$ cat src/rtl/core/pgv_sqrt.sv
module pgv_sqrt #(
  parameter int IN_W = 8,
  parameter int SB_W = 1
) (
  input  logic                    clk_i,
  input  logic                    rst_ni,
  input  logic                    en_i,
  input  logic                    valid_i,
  input  logic [IN_W-1:0]         rad_i,
  input  logic [SB_W-1:0]         sb_i,
  output logic                    valid_o,
  output logic [(IN_W+1)/2-1:0]   root_o,
  output logic [SB_W-1:0]         sb_o
);

  localparam int OW = (IN_W + 1) / 2;
  localparam int TW = 2 * OW + 1;

  logic [OW-1:0]   valid_q;
  logic [IN_W-1:0] rem_q  [OW-1];
  logic [OW-1:0]   root_q [OW];
  logic [SB_W-1:0] sb_q   [OW];

  always_ff @(posedge clk_i or negedge rst_ni) begin
    if (!rst_ni) begin
      valid_q <= '0;
    end else if (en_i) begin
      valid_q <= {valid_q[OW-2:0], valid_i};
    end
  end

  // One result bit per stage, most significant first.
  for (genvar k = 0; k < OW; k++) begin : g_stage
    localparam int I = OW - 1 - k;
    logic [IN_W-1:0] rem_in;
    logic [OW-1:0]   root_in;
    logic [SB_W-1:0] sb_in;
    logic [TW-1:0]   trial;
    logic            take;

    if (k == 0) begin : g_first
      assign rem_in  = rad_i;
      assign root_in = '0;
      assign sb_in   = sb_i;
    end else begin : g_next
      assign rem_in  = rem_q[k-1];
      assign root_in = root_q[k-1];
      assign sb_in   = sb_q[k-1];
    end

    assign trial = (TW'(root_in) << (I + 1)) | (TW'(1) << (2 * I));
    assign take  = TW'(rem_in) >= trial;

    always_ff @(posedge clk_i) begin
      if (en_i) begin
        root_q[k] <= take ? (root_in | (OW'(1) << I)) : root_in;
        sb_q[k]   <= sb_in;
      end
    end

    if (k < OW - 1) begin : g_rem
      always_ff @(posedge clk_i) begin
        if (en_i) begin
          rem_q[k] <= take ? (rem_in - trial[IN_W-1:0]) : rem_in;
        end
      end
    end
  end

  assign valid_o = valid_q[OW-1];
  assign root_o  = root_q[OW-1];
  assign sb_o    = sb_q[OW-1];

endmodule

$ cat config.mk
export PLATFORM = sky130hd
export DESIGN_NAME = pgv_sqrt
export DESIGN_NICKNAME = d
export VERILOG_FILES = /design/src/rtl/core/pgv_sqrt.sv
export SDC_FILE = /design/constraint.sdc
export NUM_CORES = 1
export LEC_CHECK = 0
export ABC_AREA = 1
export BUFFER_PORTS_ARGS = -buffer_cell sky130_fd_sc_hd__buf_2
export CORE_ASPECT_RATIO = 1.2
export CORE_MARGIN = 2
export CORE_UTILIZATION = 30
export DETAILED_ROUTE_END_ITERATION = 10
export PLACE_DENSITY = 0.46
export SYNTH_ARGS = -nofsm -noshare
export SYNTH_HDL_FRONTEND = slang
export SYNTH_SLANG_ARGS = --single-unit
$ cat constraint.sdc
create_clock -name clk_i -period 3.9 [get_ports clk_i]
set_input_delay 0 -clock clk_i [delete_from_list [all_inputs] [get_ports clk_i]]
set_output_delay 0 -clock clk_i [all_outputs]
set_load 0.005 [all_outputs]
# Yosys cells after proc, flatten, opt, wreduce, memory -nomap -nowiden
# Memories as Yosys holds them, arrays and structs flattened.
# Cells that the tools add are included.
[totals]
reg_bits = 4
ram_bits = 44
input_bits = 13
out_inout_bits = 6
wordCells = 20
mem_count = 3
[mem_list]
columns = ["memory", "words", "width", "rd", "rd_ports_with_merged_regs", "wr", "line_no", "text"]
rows = [
  ["rem_q", 3, 8, 3, 0, 3, "20", "logic [IN_W-1:0] rem_q [OW-1];"],
  ["root_q", 4, 4, 4, 0, 4, "21", "logic [OW-1:0] root_q [OW];"],
  ["sb_q", 4, 1, 4, 0, 4, "22", "logic [SB_W-1:0] sb_q [OW];"],
]
[classes]
n_addsub = 3
n_lt_le_gt_ge = 4
muxes = 9
[op_table]
columns = ["cell", "count"]
rows = [
  ["8-bit 2-to-1 mux", 3],
  ["8-bit by 5-bit greater-or-equal comparator with 1-bit output", 1],
  ["8-bit by 6-bit greater-or-equal comparator with 1-bit output", 1],
  ["8-bit by 7-bit greater-or-equal comparator with 1-bit output", 1],
  ["8-bit by 7-bit greater-or-equal comparator with 1-bit output, second input constant", 1],
  ["8-bit by 6-bit subtractor with 8-bit output", 1],
  ["8-bit by 7-bit subtractor with 8-bit output", 1],
  ["8-bit by 7-bit subtractor with 8-bit output, second input constant", 1],
  ["4-bit 2-to-1 mux", 1],
  ["1-bit 2-to-1 mux", 3],
  ["3-bit 2-to-1 mux", 1],
  ["2-bit 2-to-1 mux", 1],
]

# Depth between registers and ports, before layout
# An unclocked memory read counts as a cell.
[logic_depth]
ltp_word = 3
ltp_mapped = 9
depth_no_buf = 9

# Worst setup path before layout
# OpenSTA, ideal clock, no wires.
[synth_path]
path_kind = "flip-flop to flip-flop"
from = "mem rem_q[0][6]"
to = "mem rem_q[1][4], in the netlist rem_q[0][12] (data pin)"
setup_time_ps = 263
arrival_time_ps = 1266
required_time_ps = 3637
slack_ps = 2371
path_stages_with_launch = 7
path_buffers = 0
path_cell_list = "edfxtp_1 -> ha_1 -> inv_1 -> nor2_1 -> nor3_1 -> nand2_1 -> xor2_1"
[synth_rtl]
columns = ["item", "line_no"]
rows = [
  ["start: declaration", "20"],
]

==> summary.md <==
| Metric | Value |
|---|---|
| Worst slew pin tran | `just over 900 ps` |
| Rel. slew slack | `~39%` |
| CTS clk-pin slew, worst paths | `80 ps` |
| Largest net degree at the start of global routing | `45` |
| Mean routed wirelength per cell | `between 9 and 10 um` |
| DR vias/cell | `~4.1` |
| Filler instances | `roughly 580` |
| Synth Register Bits | `between 40 and 50` |
| Max Cap Viol | `0` |
| Hold slack | `32.14 ps` |
| Die H | `89.98 um` |
| Post-synthesis net count | `~180` |
| EDFF count, synth | `38` |
| Clock tree buffer depth | `2` |
| Worst Path Class, Setup | `reg2reg` |
| Top cell type's share of synthesized area | `61.75%` |
| Post-Syn Area per Cell | `roughly 12 um^2` |
| HPWL after DPL | `between 1.5 and 2 mm` |
| PwrDens | `441.1 nW/um^2` |
| Grt total ovfl | `0` |
| Data required, critical path | `between 3000 and 4000 ps` |
| Seq/Total Area, Yosys | `between 60% and 70%` |
| Worst Setup End Kind | `flip-flop` |
| Async S/R FF share, synth | `9.524%` |
| Final setup viols | `0` |
| Pleak | `around 0.00097 uW` |
| Sink Count | `42` |
| Synth warn | `0` |
| Final Cell Area | `around 2300 um^2` |
| Most frequent cell after synthesis | `edfxtp_1` |
| Initial antenna violation count | `0` |
| Setup TNS | `0 ps` |
| Clk Tree Root Cell | `clkbuf_8` |
| Final Wtd Congestion | `just over 0.8` |
| Total wire length | `approximately 2.6 mm` |
| Placed cell areas | `between 2000 and 2500 um^2` |
| All-Layer GR Usage | `under 10%` |
| Remaining antenna violation count after routing | `0` |
| Fin util | `between 30% and 40%` |
| Yosys top cell by area | `edfxtp_1` |
| Slew Limit Fails | `0` |
| Site Rows | `31` |
| Core outline area | `approximately 6000 um^2` |
| Top cells by area, synth | `edfxtp_1 (62%), ha_1 (6.8%), nand2_1 (6.1%), inv_1 (5.5%), dfrtp_1 (5.4%)` |
| Area delta synth->final | `22.07%` |
| Die Area | `~7000 um^2` |
| Hold Crit Class | `in2async` |
| H-tree levels | `2` |
| First-pass DRT Iterations | `6` |
| Worst-skew pair later-pin latency | `290 ps` |
| Crit Path Max Fanout | `6` |
| Initial Utilization | `between 30 and 40%` |
| Type of origin of the critical path | `flip-flop` |
| Resized cells post-CTS | `0` |
| Tmin final | `between 1500 and 2000 ps` |
| Final hold vios | `0` |
| Chip width | `approximately 76 um` |
| Num CTS Buffers | `5` |
| Post-synthesis cell type count | `22` |
| Port bufs | `18` |
| Top_reg_cell synth | `edfxtp_1` |
| Cells after Synth | `about 160` |
| Final std cells w/o fill | `276` |
| Inst Count DP | `about 260` |
| Top post-synthesis cells by count | `edfxtp_1 (38), nand2_1 (30), inv_1 (27)` |
| Maximum vdd drop | `~0.18 mV` |
| Netlist Area Pre-Place | `1848 um^2` |
| Ports | `19` |
| Fraction of layout instances using a drive strength above 1 | `16.49%` |
| DRC violations left | `0` |
| Drt first-iter violations | `a little under 50` |
| Via count | `between 1000 and 1500` |
| Final Skew | `a little over 5 ps` |
| CTS tree | `yes` |
| RSZ-0062 raised after global routing | `false` |
| Status | `finished clean` |
| First-pass GRT wire length | `~4.5 mm` |
| Vias in the first global route | `approximately 1100` |
| CP Data Arrival Time | `1760 ps` |
| Diode count | `0` |
| Final period util | `44.04%` |
| Nets | `between 200 and 250` |
| Highest Clock Rate | `between 500 and 600 MHz` |
[through the flow]
stage	worst slack (ps)	total power (uW)
2_1_floorplan	2371	667.0
3_3_place_gp	2264	707.2
3_5_place_dp	2198	711.5
4_1_cts	2191	1011
5_1_grt	2044	1054
6_report	2183	995.1
[state kept, by name (all words and copies together) (netlist names)]
name and cells:
root_q 10, sb_q 4, valid_q 4, rem_q 24
[metal layers]
metal  global-route usage, %  routed length, um  vias to the layer above  part of all wire, %
li1                        -                  -                      592                    -
met1                   9.395               1116                      515                   42
met2                   14.64               1341                       21                   51
met3                   3.700                106                        6                  4.0
met4                   5.702                 80                        0                  3.0
met5                       0                  0                        -                    0
[placed cells by master (no fill, tap or decap)]
cell type,count
nand2_1,30
o21ai_0,8
and2_1,1
inv_1,27
buf_2,18
or2_2,1
xnor2_1,1
o21a_1,1
clkinvlp_4,1
nor2_2,2
clkbuf_8,6
dfrtp_1,4
edfxtp_1,38
ha_1,10
clkinv_2,1
nand3b_1,1
nor3b_1,1
nor3_1,1
mux2_2,2
xor2_1,1
nor2_1,14
a21oi_1,4
nand4_1,3
nor4_1,1
dlygate4sd3_1,12
nand3_4,1
nand3_1,4
[where the power goes]
part           internal, uW  switching, uW  leakage (uW)
registers               547           18.5      0.000415
logic                  63.3           80.2      0.000507
clock network           142            144     0.0000472
[critical path, cell delays in order, from the launching register on]
cell	delay [ps]
edfxtp_1	400
ha_1	360
inv_1	90
nor2_1	50
nor3_1	200
nand2_1	190
xor2_1	180
[final cells by class]
class	count	area [um^2]	area share [%]
Clock buffer	6	82.58	3.661
Clock inverter	2	12.51	0.5546
Inverter	27	101.3	4.493
Multi-Input combinational cell	87	505.5	22.41
Sequential cell	42	1241	55.02
Tap cell	82	102.6	4.548
Timing Repair Buffer	30	210.2	9.318
[final timing paths]
path / start / endpoint / slack, ps / cells past startpoint
min in group clk_i: en_i / valid_q[1] / 380 / 3
setup / recovery: rem_q[0][6] / rem_q[0][12] / 2180 / 6
hold / removal: rst_ni / valid_q[3] / 30 / 2
setup reg to reg: rem_q[0][6] / rem_q[0][12] / 2180 / 6
max in group asynchronous: rst_ni / valid_q[1] / 3750 / 2
hold reg to reg: sb_q[1] / sb_q[2] / 420 / 0
[kinds of logic after synthesis]
family,Yosys count,synth area share (%)
AOI/OAI and AO/OA,13,3.656
adders and majority gates,10,6.770
and+or+nand+nor,60,14.76
xor gates and xnor gates,2,0.9480
muxes,2,1.219
buffers and inverters,27,5.484
DFF,42,67.16
[what timing repair did]
action,CTS,global route
endpoints found under the hold margin,15,0
hold buffers,12,0
buffers inserted,0,0
Power figures use the tool's default switching activity.
