**src/rtl/core/pgv_div.sv**
```systemverilog
module pgv_div #(
  parameter int NUM_W = 8,
  parameter int DEN_W = 8,
  parameter int QB    = 4,
  parameter int SB_W  = 1
) (
  input  logic             clk_i,
  input  logic             rst_ni,
  input  logic             en_i,
  input  logic             valid_i,
  input  logic [NUM_W-1:0] num_i,
  input  logic [DEN_W-1:0] den_i,
  input  logic [SB_W-1:0]  sb_i,
  output logic             valid_o,
  output logic [QB:0]      quo_o,
  output logic [SB_W-1:0]  sb_o
);

  // The quotient is clamped to 2^QB; the first stage detects that case.
  localparam int RW = DEN_W + QB;
  localparam int CW = (NUM_W > RW) ? NUM_W : RW;

  logic [CW-1:0]    num_x;
  logic [CW-1:0]    lim_x;
  logic [QB:0]      valid_q;
  logic [QB:0]      ov_q;
  logic [RW-1:0]    rem_q [QB];
  logic [DEN_W-1:0] den_q [QB];
  logic [QB-1:0]    quo_q [QB+1];
  logic [SB_W-1:0]  sb_q  [QB+1];

  assign num_x = CW'(num_i);
  assign lim_x = CW'(den_i) << QB;

  always_ff @(posedge clk_i or negedge rst_ni) begin
    if (!rst_ni) begin
      valid_q <= '0;
    end else if (en_i) begin
      valid_q <= {valid_q[QB-1:0], valid_i};
    end
  end

  always_ff @(posedge clk_i) begin
    if (en_i) begin
      rem_q[0] <= num_x[RW-1:0];
      den_q[0] <= den_i;
      quo_q[0] <= '0;
      ov_q[0]  <= num_x >= lim_x;
      sb_q[0]  <= sb_i;
    end
  end

  // Restoring division, one quotient bit per stage.
  for (genvar k = 1; k <= QB; k++) begin : g_stage
    localparam int I = QB - k;
    logic [RW-1:0] trial;
    logic          take;

    assign trial = RW'(den_q[k-1]) << I;
    assign take  = rem_q[k-1] >= trial;

    always_ff @(posedge clk_i) begin
      if (en_i) begin
        quo_q[k] <= take ? (quo_q[k-1] | (QB'(1) << I)) : quo_q[k-1];
        ov_q[k]  <= ov_q[k-1];
        sb_q[k]  <= sb_q[k-1];
      end
    end

    if (k < QB) begin : g_rem
      always_ff @(posedge clk_i) begin
        if (en_i) begin
          rem_q[k] <= take ? (rem_q[k-1] - trial) : rem_q[k-1];
          den_q[k] <= den_q[k-1];
        end
      end
    end
  end

  assign valid_o = valid_q[QB];
  assign quo_o   = ov_q[QB] ? {1'b1, QB'(0)} : {1'b0, quo_q[QB]};
  assign sb_o    = sb_q[QB];

endmodule

```
**config.mk**
```make
export PLATFORM = sky130hd
export DESIGN_NAME = pgv_div
export DESIGN_NICKNAME = d
export VERILOG_FILES = /design/src/rtl/core/pgv_div.sv
export SDC_FILE = /design/constraint.sdc
export NUM_CORES = 1
export LEC_CHECK = 0
export BUFFER_PORTS_ARGS = -buffer_cell sky130_fd_sc_hd__buf_2
export CORE_ASPECT_RATIO = 0.7
export CORE_MARGIN = 5
export CORE_UTILIZATION = 61
export DETAILED_ROUTE_END_ITERATION = 10
export PLACE_DENSITY_LB_ADDON = 0.05
export REMOVE_ABC_BUFFERS = 1
export SETUP_SLACK_MARGIN = 0.02
export SYNTH_ARGS = -nofsm -noshare
export SYNTH_HDL_FRONTEND = slang
export SYNTH_SLANG_ARGS = --single-unit
```
**constraint.sdc**
```tcl
create_clock -name clk_i -period 2.6 [get_ports clk_i]
set_input_delay 0.52 -clock clk_i [delete_from_list [all_inputs] [get_ports clk_i]]
set_output_delay 0.52 -clock clk_i [all_outputs]
set_load 0.02 [all_outputs]
```
Yosys cells after proc, flatten, opt, wreduce, memory -nomap -nowiden:

Memory sizes are Yosys's and may differ from the RTL's.
Cells that the tools add are included.

* logic and storage cells: 28
* memories kept: 4
* RAM bits: 105
* bits in registers: 10

* mux-type cells: 10
* order comparisons: 5
* add/sub/neg operators: 3

Memories
* rem_q: depth 4, width 12, rd ports 4, clocked after Yosys merged registers in 0, write ports 4, line 27 `logic [RW-1:0] rem_q [QB];`
* den_q: depth 4, width 8, rd ports 4, clocked after Yosys merged registers in 0, write ports 4, line 28 `logic [DEN_W-1:0] den_q [QB];`
* quo_q: depth 5, width 4, rd ports 5, clocked after Yosys merged registers in 0, write ports 5, line 29 `logic [QB-1:0] quo_q [QB+1];`
* sb_q: depth 5, width 1, rd ports 5, clocked after Yosys merged registers in 0, write ports 5, line 30 `logic [SB_W-1:0] sb_q [QB+1];`

Operators by type and width (count)
* $mux W12: 3
* $ge A12 B10 Y1: 1
* $ge A12 B11 Y1: 1
* $ge A12 B8 Y1: 1
* $ge A12 B9 Y1: 1
* $ge A8 B12 Y1: 1
* $sub A12 B10 Y12: 1
* $sub A12 B11 Y12: 1
* $sub A12 B9 Y12: 1
* $mux W5: 1
* $mux W4: 1
* $mux W1: 3
* $mux W3: 1
* $mux W2: 1

Depth between registers and ports, before layout:

An unclocked memory read counts as a cell.

* depth after elaboration: 3
* gate-level depth with buffers: 10
* gate-level depth less buffers: 9

Least setup slack after synthesis:

Ideal clock, no wire load.

* path kind: reg-to-reg
* start: mem rem_q[1][2] in the netlist's numbering
* end: mem rem_q[2][3] in the netlist's numbering, data pin
* slack: 0.261 ns
* data arrival time: 2.079 ns
* buffers on the path: 0
* library setup time: 0.260 ns
* stages on the path, launching flop included: 9
* cell sequence: edfxtp_1 > inv_1 > ha_1 > inv_1 > fa_1 > a211oi_1 > o21ai_0 > a21oi_2 > mux2_2

RTL lines (line)
* start: declaration: 27

==> metrics.md <==
| Metric | Value |
|---|---|
| Status | complete, no violations |
| Via count | 2652 |
| TritonCTS clock tree | done |
| Critical Path Most Common Cell | inv_1 |
| Min-Delay Path Class | input pin to flop |
| Worst Setup End Kind | flop |
| Dpl cells | 475 |
| Die X | 116 µm |
| Sequential fraction of the synthesis area | 62.4% |
| Period minus WS final | 2.43 ns |
| RSZ-0062 raised after global routing | no |
| GRT Overall Usage | 16.0% |
| Startpoint types | flop |
| Area fraction in compound gates after synthesis | 8.83% |
| Util after Layout | 69.7% |
| Power Dens Cells | 730 nW/µm² |
| CP Class | flop to flop |
| Commonest non-fill, non-tap cell in the layout | edfxtp_1 |
| Worst path slowest cell | fa_1 |
| Via/cell ratio | 5.37 |
| Hold Startpoint | sb_i |
| Top delay family on crit path | compound AO/OA/AOI/OAI gates |
| DRT Pass-1 Iters | 4 |
| Biggest cell delay along the critical path | 0.41 ns |
| Cts repair resizes | 0 |
| Flop2flop setup slack | 0.17 ns |
| Adder-cell share of the synthesized area | 9.81% |
| Arr. time, crit path | 2.53 ns |
| Clock Skew | 0.00915 ns |
| CTS Buffer Depth | 2 |
| Mapped Area | 4820 µm² |
| Slew @ Worst Pin | 0.390 ns |
| Flops & latches, synth | 101 |
| Async set or reset register ratio after synthesis | 4.95% |
| NumNets Final | 445 |
| CTS Buf Count | 9 |
| DRC | 0 |
| Initial antenna violation count | 0 |
| Fin crit share | 93.7% |
| Worst skew pair latency | 0.34 ns |
| Reg clk slew, reported paths | 0.07 ns |
| Number of I/O port buffers | 27 |
| Routability-driven placement congestion ratio | 0.871 |
| Die Ht | 84.4 µm |
| Mux share of post-synthesis cell area | 5.11% |
| # rows | 27 |
| Post-synthesis xor/xnor area fraction | 2.36% |
| Starting density of the core | 62.0% |
| Final wirelength | 7.03 mm |
| Htree depth | 3 |
| DRT antenna net count | 0 |
| Max-cap violations | 0 |
| Die area | 9810 µm² |
| Core Area | 7770 µm² |
| First-pass GRT wire length | 11.9 mm |
| Largest family of logic cells by synthesized area | adder cells |
| Vias in the first global route | 2605 |
| CP required | 2.69 ns |
| HPWL after DPL | 5.26 mm |
| Root Driver | clkbuf_16 |
| Most frequent cells in the layout | edfxtp_1 (96), inv_1 (40), ha_1 (33), buf_2 (26), nand2_1 (21) |
| EDFF count, synth | 96 |
| Fin Setup TNS | 0 ns |
| CP Cell Sequence | inv_1, ha_1, inv_1, fa_1, a211oi_1, o21ai_0, a21oi_2, mux2_2 |
| Slew headroom | 73.8% |
| Final Setup Violations | 0 |
| Netlist cell types | 48 |
| Final count of hold timing violations | 0 |
| Fin. max-slew vios | 0 |
| Top Ports | 28 |
| Initial DRC count | 117 |
| Synth Area in Simple Gates | 7.74% |
| Area Overhead vs Synth | 12.4% |
| Hold path endpoint | sb_q[0][0] |
| Maximum VDD drop | 0.443 mV |
| Worst path buffer plus inverter count | 2 |
| Post-Synthesis Cells | 345 |
| CP Max Fanout | 6 |
| Max Clock Freq | 0.411 GHz |
| Synth warn | 0 |
| Leakage | 0.00216 µW |
| Fraction of layout cells with a size suffix above 1 | 18.8% |
| Register-to-Register Path Depth | 8 |
| Worst hold stages | 1 |
| Layout filler cell count | 545 |
| Post-DP Area | 5100 µm² |
| Syn Area/Cell | 14.0 µm² |
| Final cell count without fillers | 494 |
| Worst R2R Start | rem_q[1][2] |
| CTS sink cnt | 101 |
| Main flop type after synthesis | edfxtp_1 |
| Wirelength per Cell | 14.2 µm |
| Fin area | 5420 µm² |
| Overflow after GRT | 0 |
| RR Endpoint | rem_q[2][3] |
| Pin count of the biggest net entering global routing | 48 |
| Diodes inserted | 0 |
## synth_stat cells, types with 3 or more instances
cell type	instances	area (µm²)
nor3b_1	4	30.0
nor4_1	3	18.8
o31ai_1	4	30.0
nand4_1	4	25.0
nor3_1	4	20.0
mux2_4	6	90.1
fa_1	3	60.1
nand2_1	21	78.8
ha_1	33	413
nor2b_1	8	50.1
a21o_1	4	30.0
xnor2_1	8	70.1
xor2_1	5	43.8
mux2_2	13	146
o21ai_0	15	75.1
inv_1	40	150
edfxtp_1	96	2880
nand2b_1	3	18.8
dfrtp_1	5	125
nor2_1	11	41.3
a21boi_0	4	30.0
a21oi_1	19	95.1
## cell families after synthesis
kind of cell | after synthesis
simple gates | 69
compound gates | 63
fa+ha+maj | 36
xor+xnor | 13
flops | 101
mux | 20
buf+inv | 43
## through the flow
stage               hold WS [ns]  total power [µW]  setup WS (ns)
global placement           0.336              2700          0.191
global route               0.334              4170         0.0538
CTS                        0.338              4010          0.133
floorplan                  0.224              2530          0.104
detailed placement         0.339              2720          0.161
finish                     0.354              3960          0.165
## per-layer routing
metal | GRT usage, % | share of wire [%] | wire length (µm) | vias to the layer above
met5 | 0 | 0 | 0 | -
met4 | 4.85 | 1.3 | 88 | 0
met3 | 6.63 | 4.7 | 332 | 11
met2 | 24.7 | 47 | 3330 | 43
met1 | 20.6 | 47 | 3280 | 1236
li1 | - | - | - | 1362
## registers in the layout, indices dropped and copies added, names as in the netlist
| signal | cells |
|---|---|
| rem_q | 44 |
| den_q | 32 |
| ov_q | 5 |
| sb_q | 5 |
| valid_q | 5 |
| quo_q | 10 |
## power by group
part	switching, µW	internal (µW)
Clock	594	672
Sequential	70.4	1970
Combinational	332	316
Total	997	2960
## worst max-delay path by stage
| stage | cells past startpoint | endpoint | slack, ns | start |
|---|---|---|---|---|
| after global placement | 8 | rem_q[2][3] | 0.19 | rem_q[1][2] |
| after floorplan | 8 | rem_q[2][3] | 0.10 | rem_q[1][2] |
| after global routing | 8 | rem_q[2][3] | 0.05 | rem_q[1][2] |
| after CTS | 8 | rem_q[2][3] | 0.13 | rem_q[1][2] |
| after detailed placement | 8 | rem_q[2][3] | 0.16 | rem_q[1][2] |
| final | 8 | rem_q[2][3] | 0.17 | rem_q[1][2] |
## repair_timing
item | 4_1_cts | 5_1_grt
hold buffers | 1 | 0
setup endpoints to repair | 0 | 6
buffers inserted | 0 | 2
hold endpoints to repair | 5 | 0
## layout make-up
type                       instances  area, µm²  share of cell area, %
sequential                       101       3010                   55.5
clock buffer                       9        225                   4.16
inverter                          40        150                   2.77
timing repair buffer              35        213                   3.93
clock inverter                     7       63.8                   1.18
multi-input combinational        201       1630                   30.1
tap                              101        126                   2.33
Note: power is estimated with default switching activity, not from simulation.
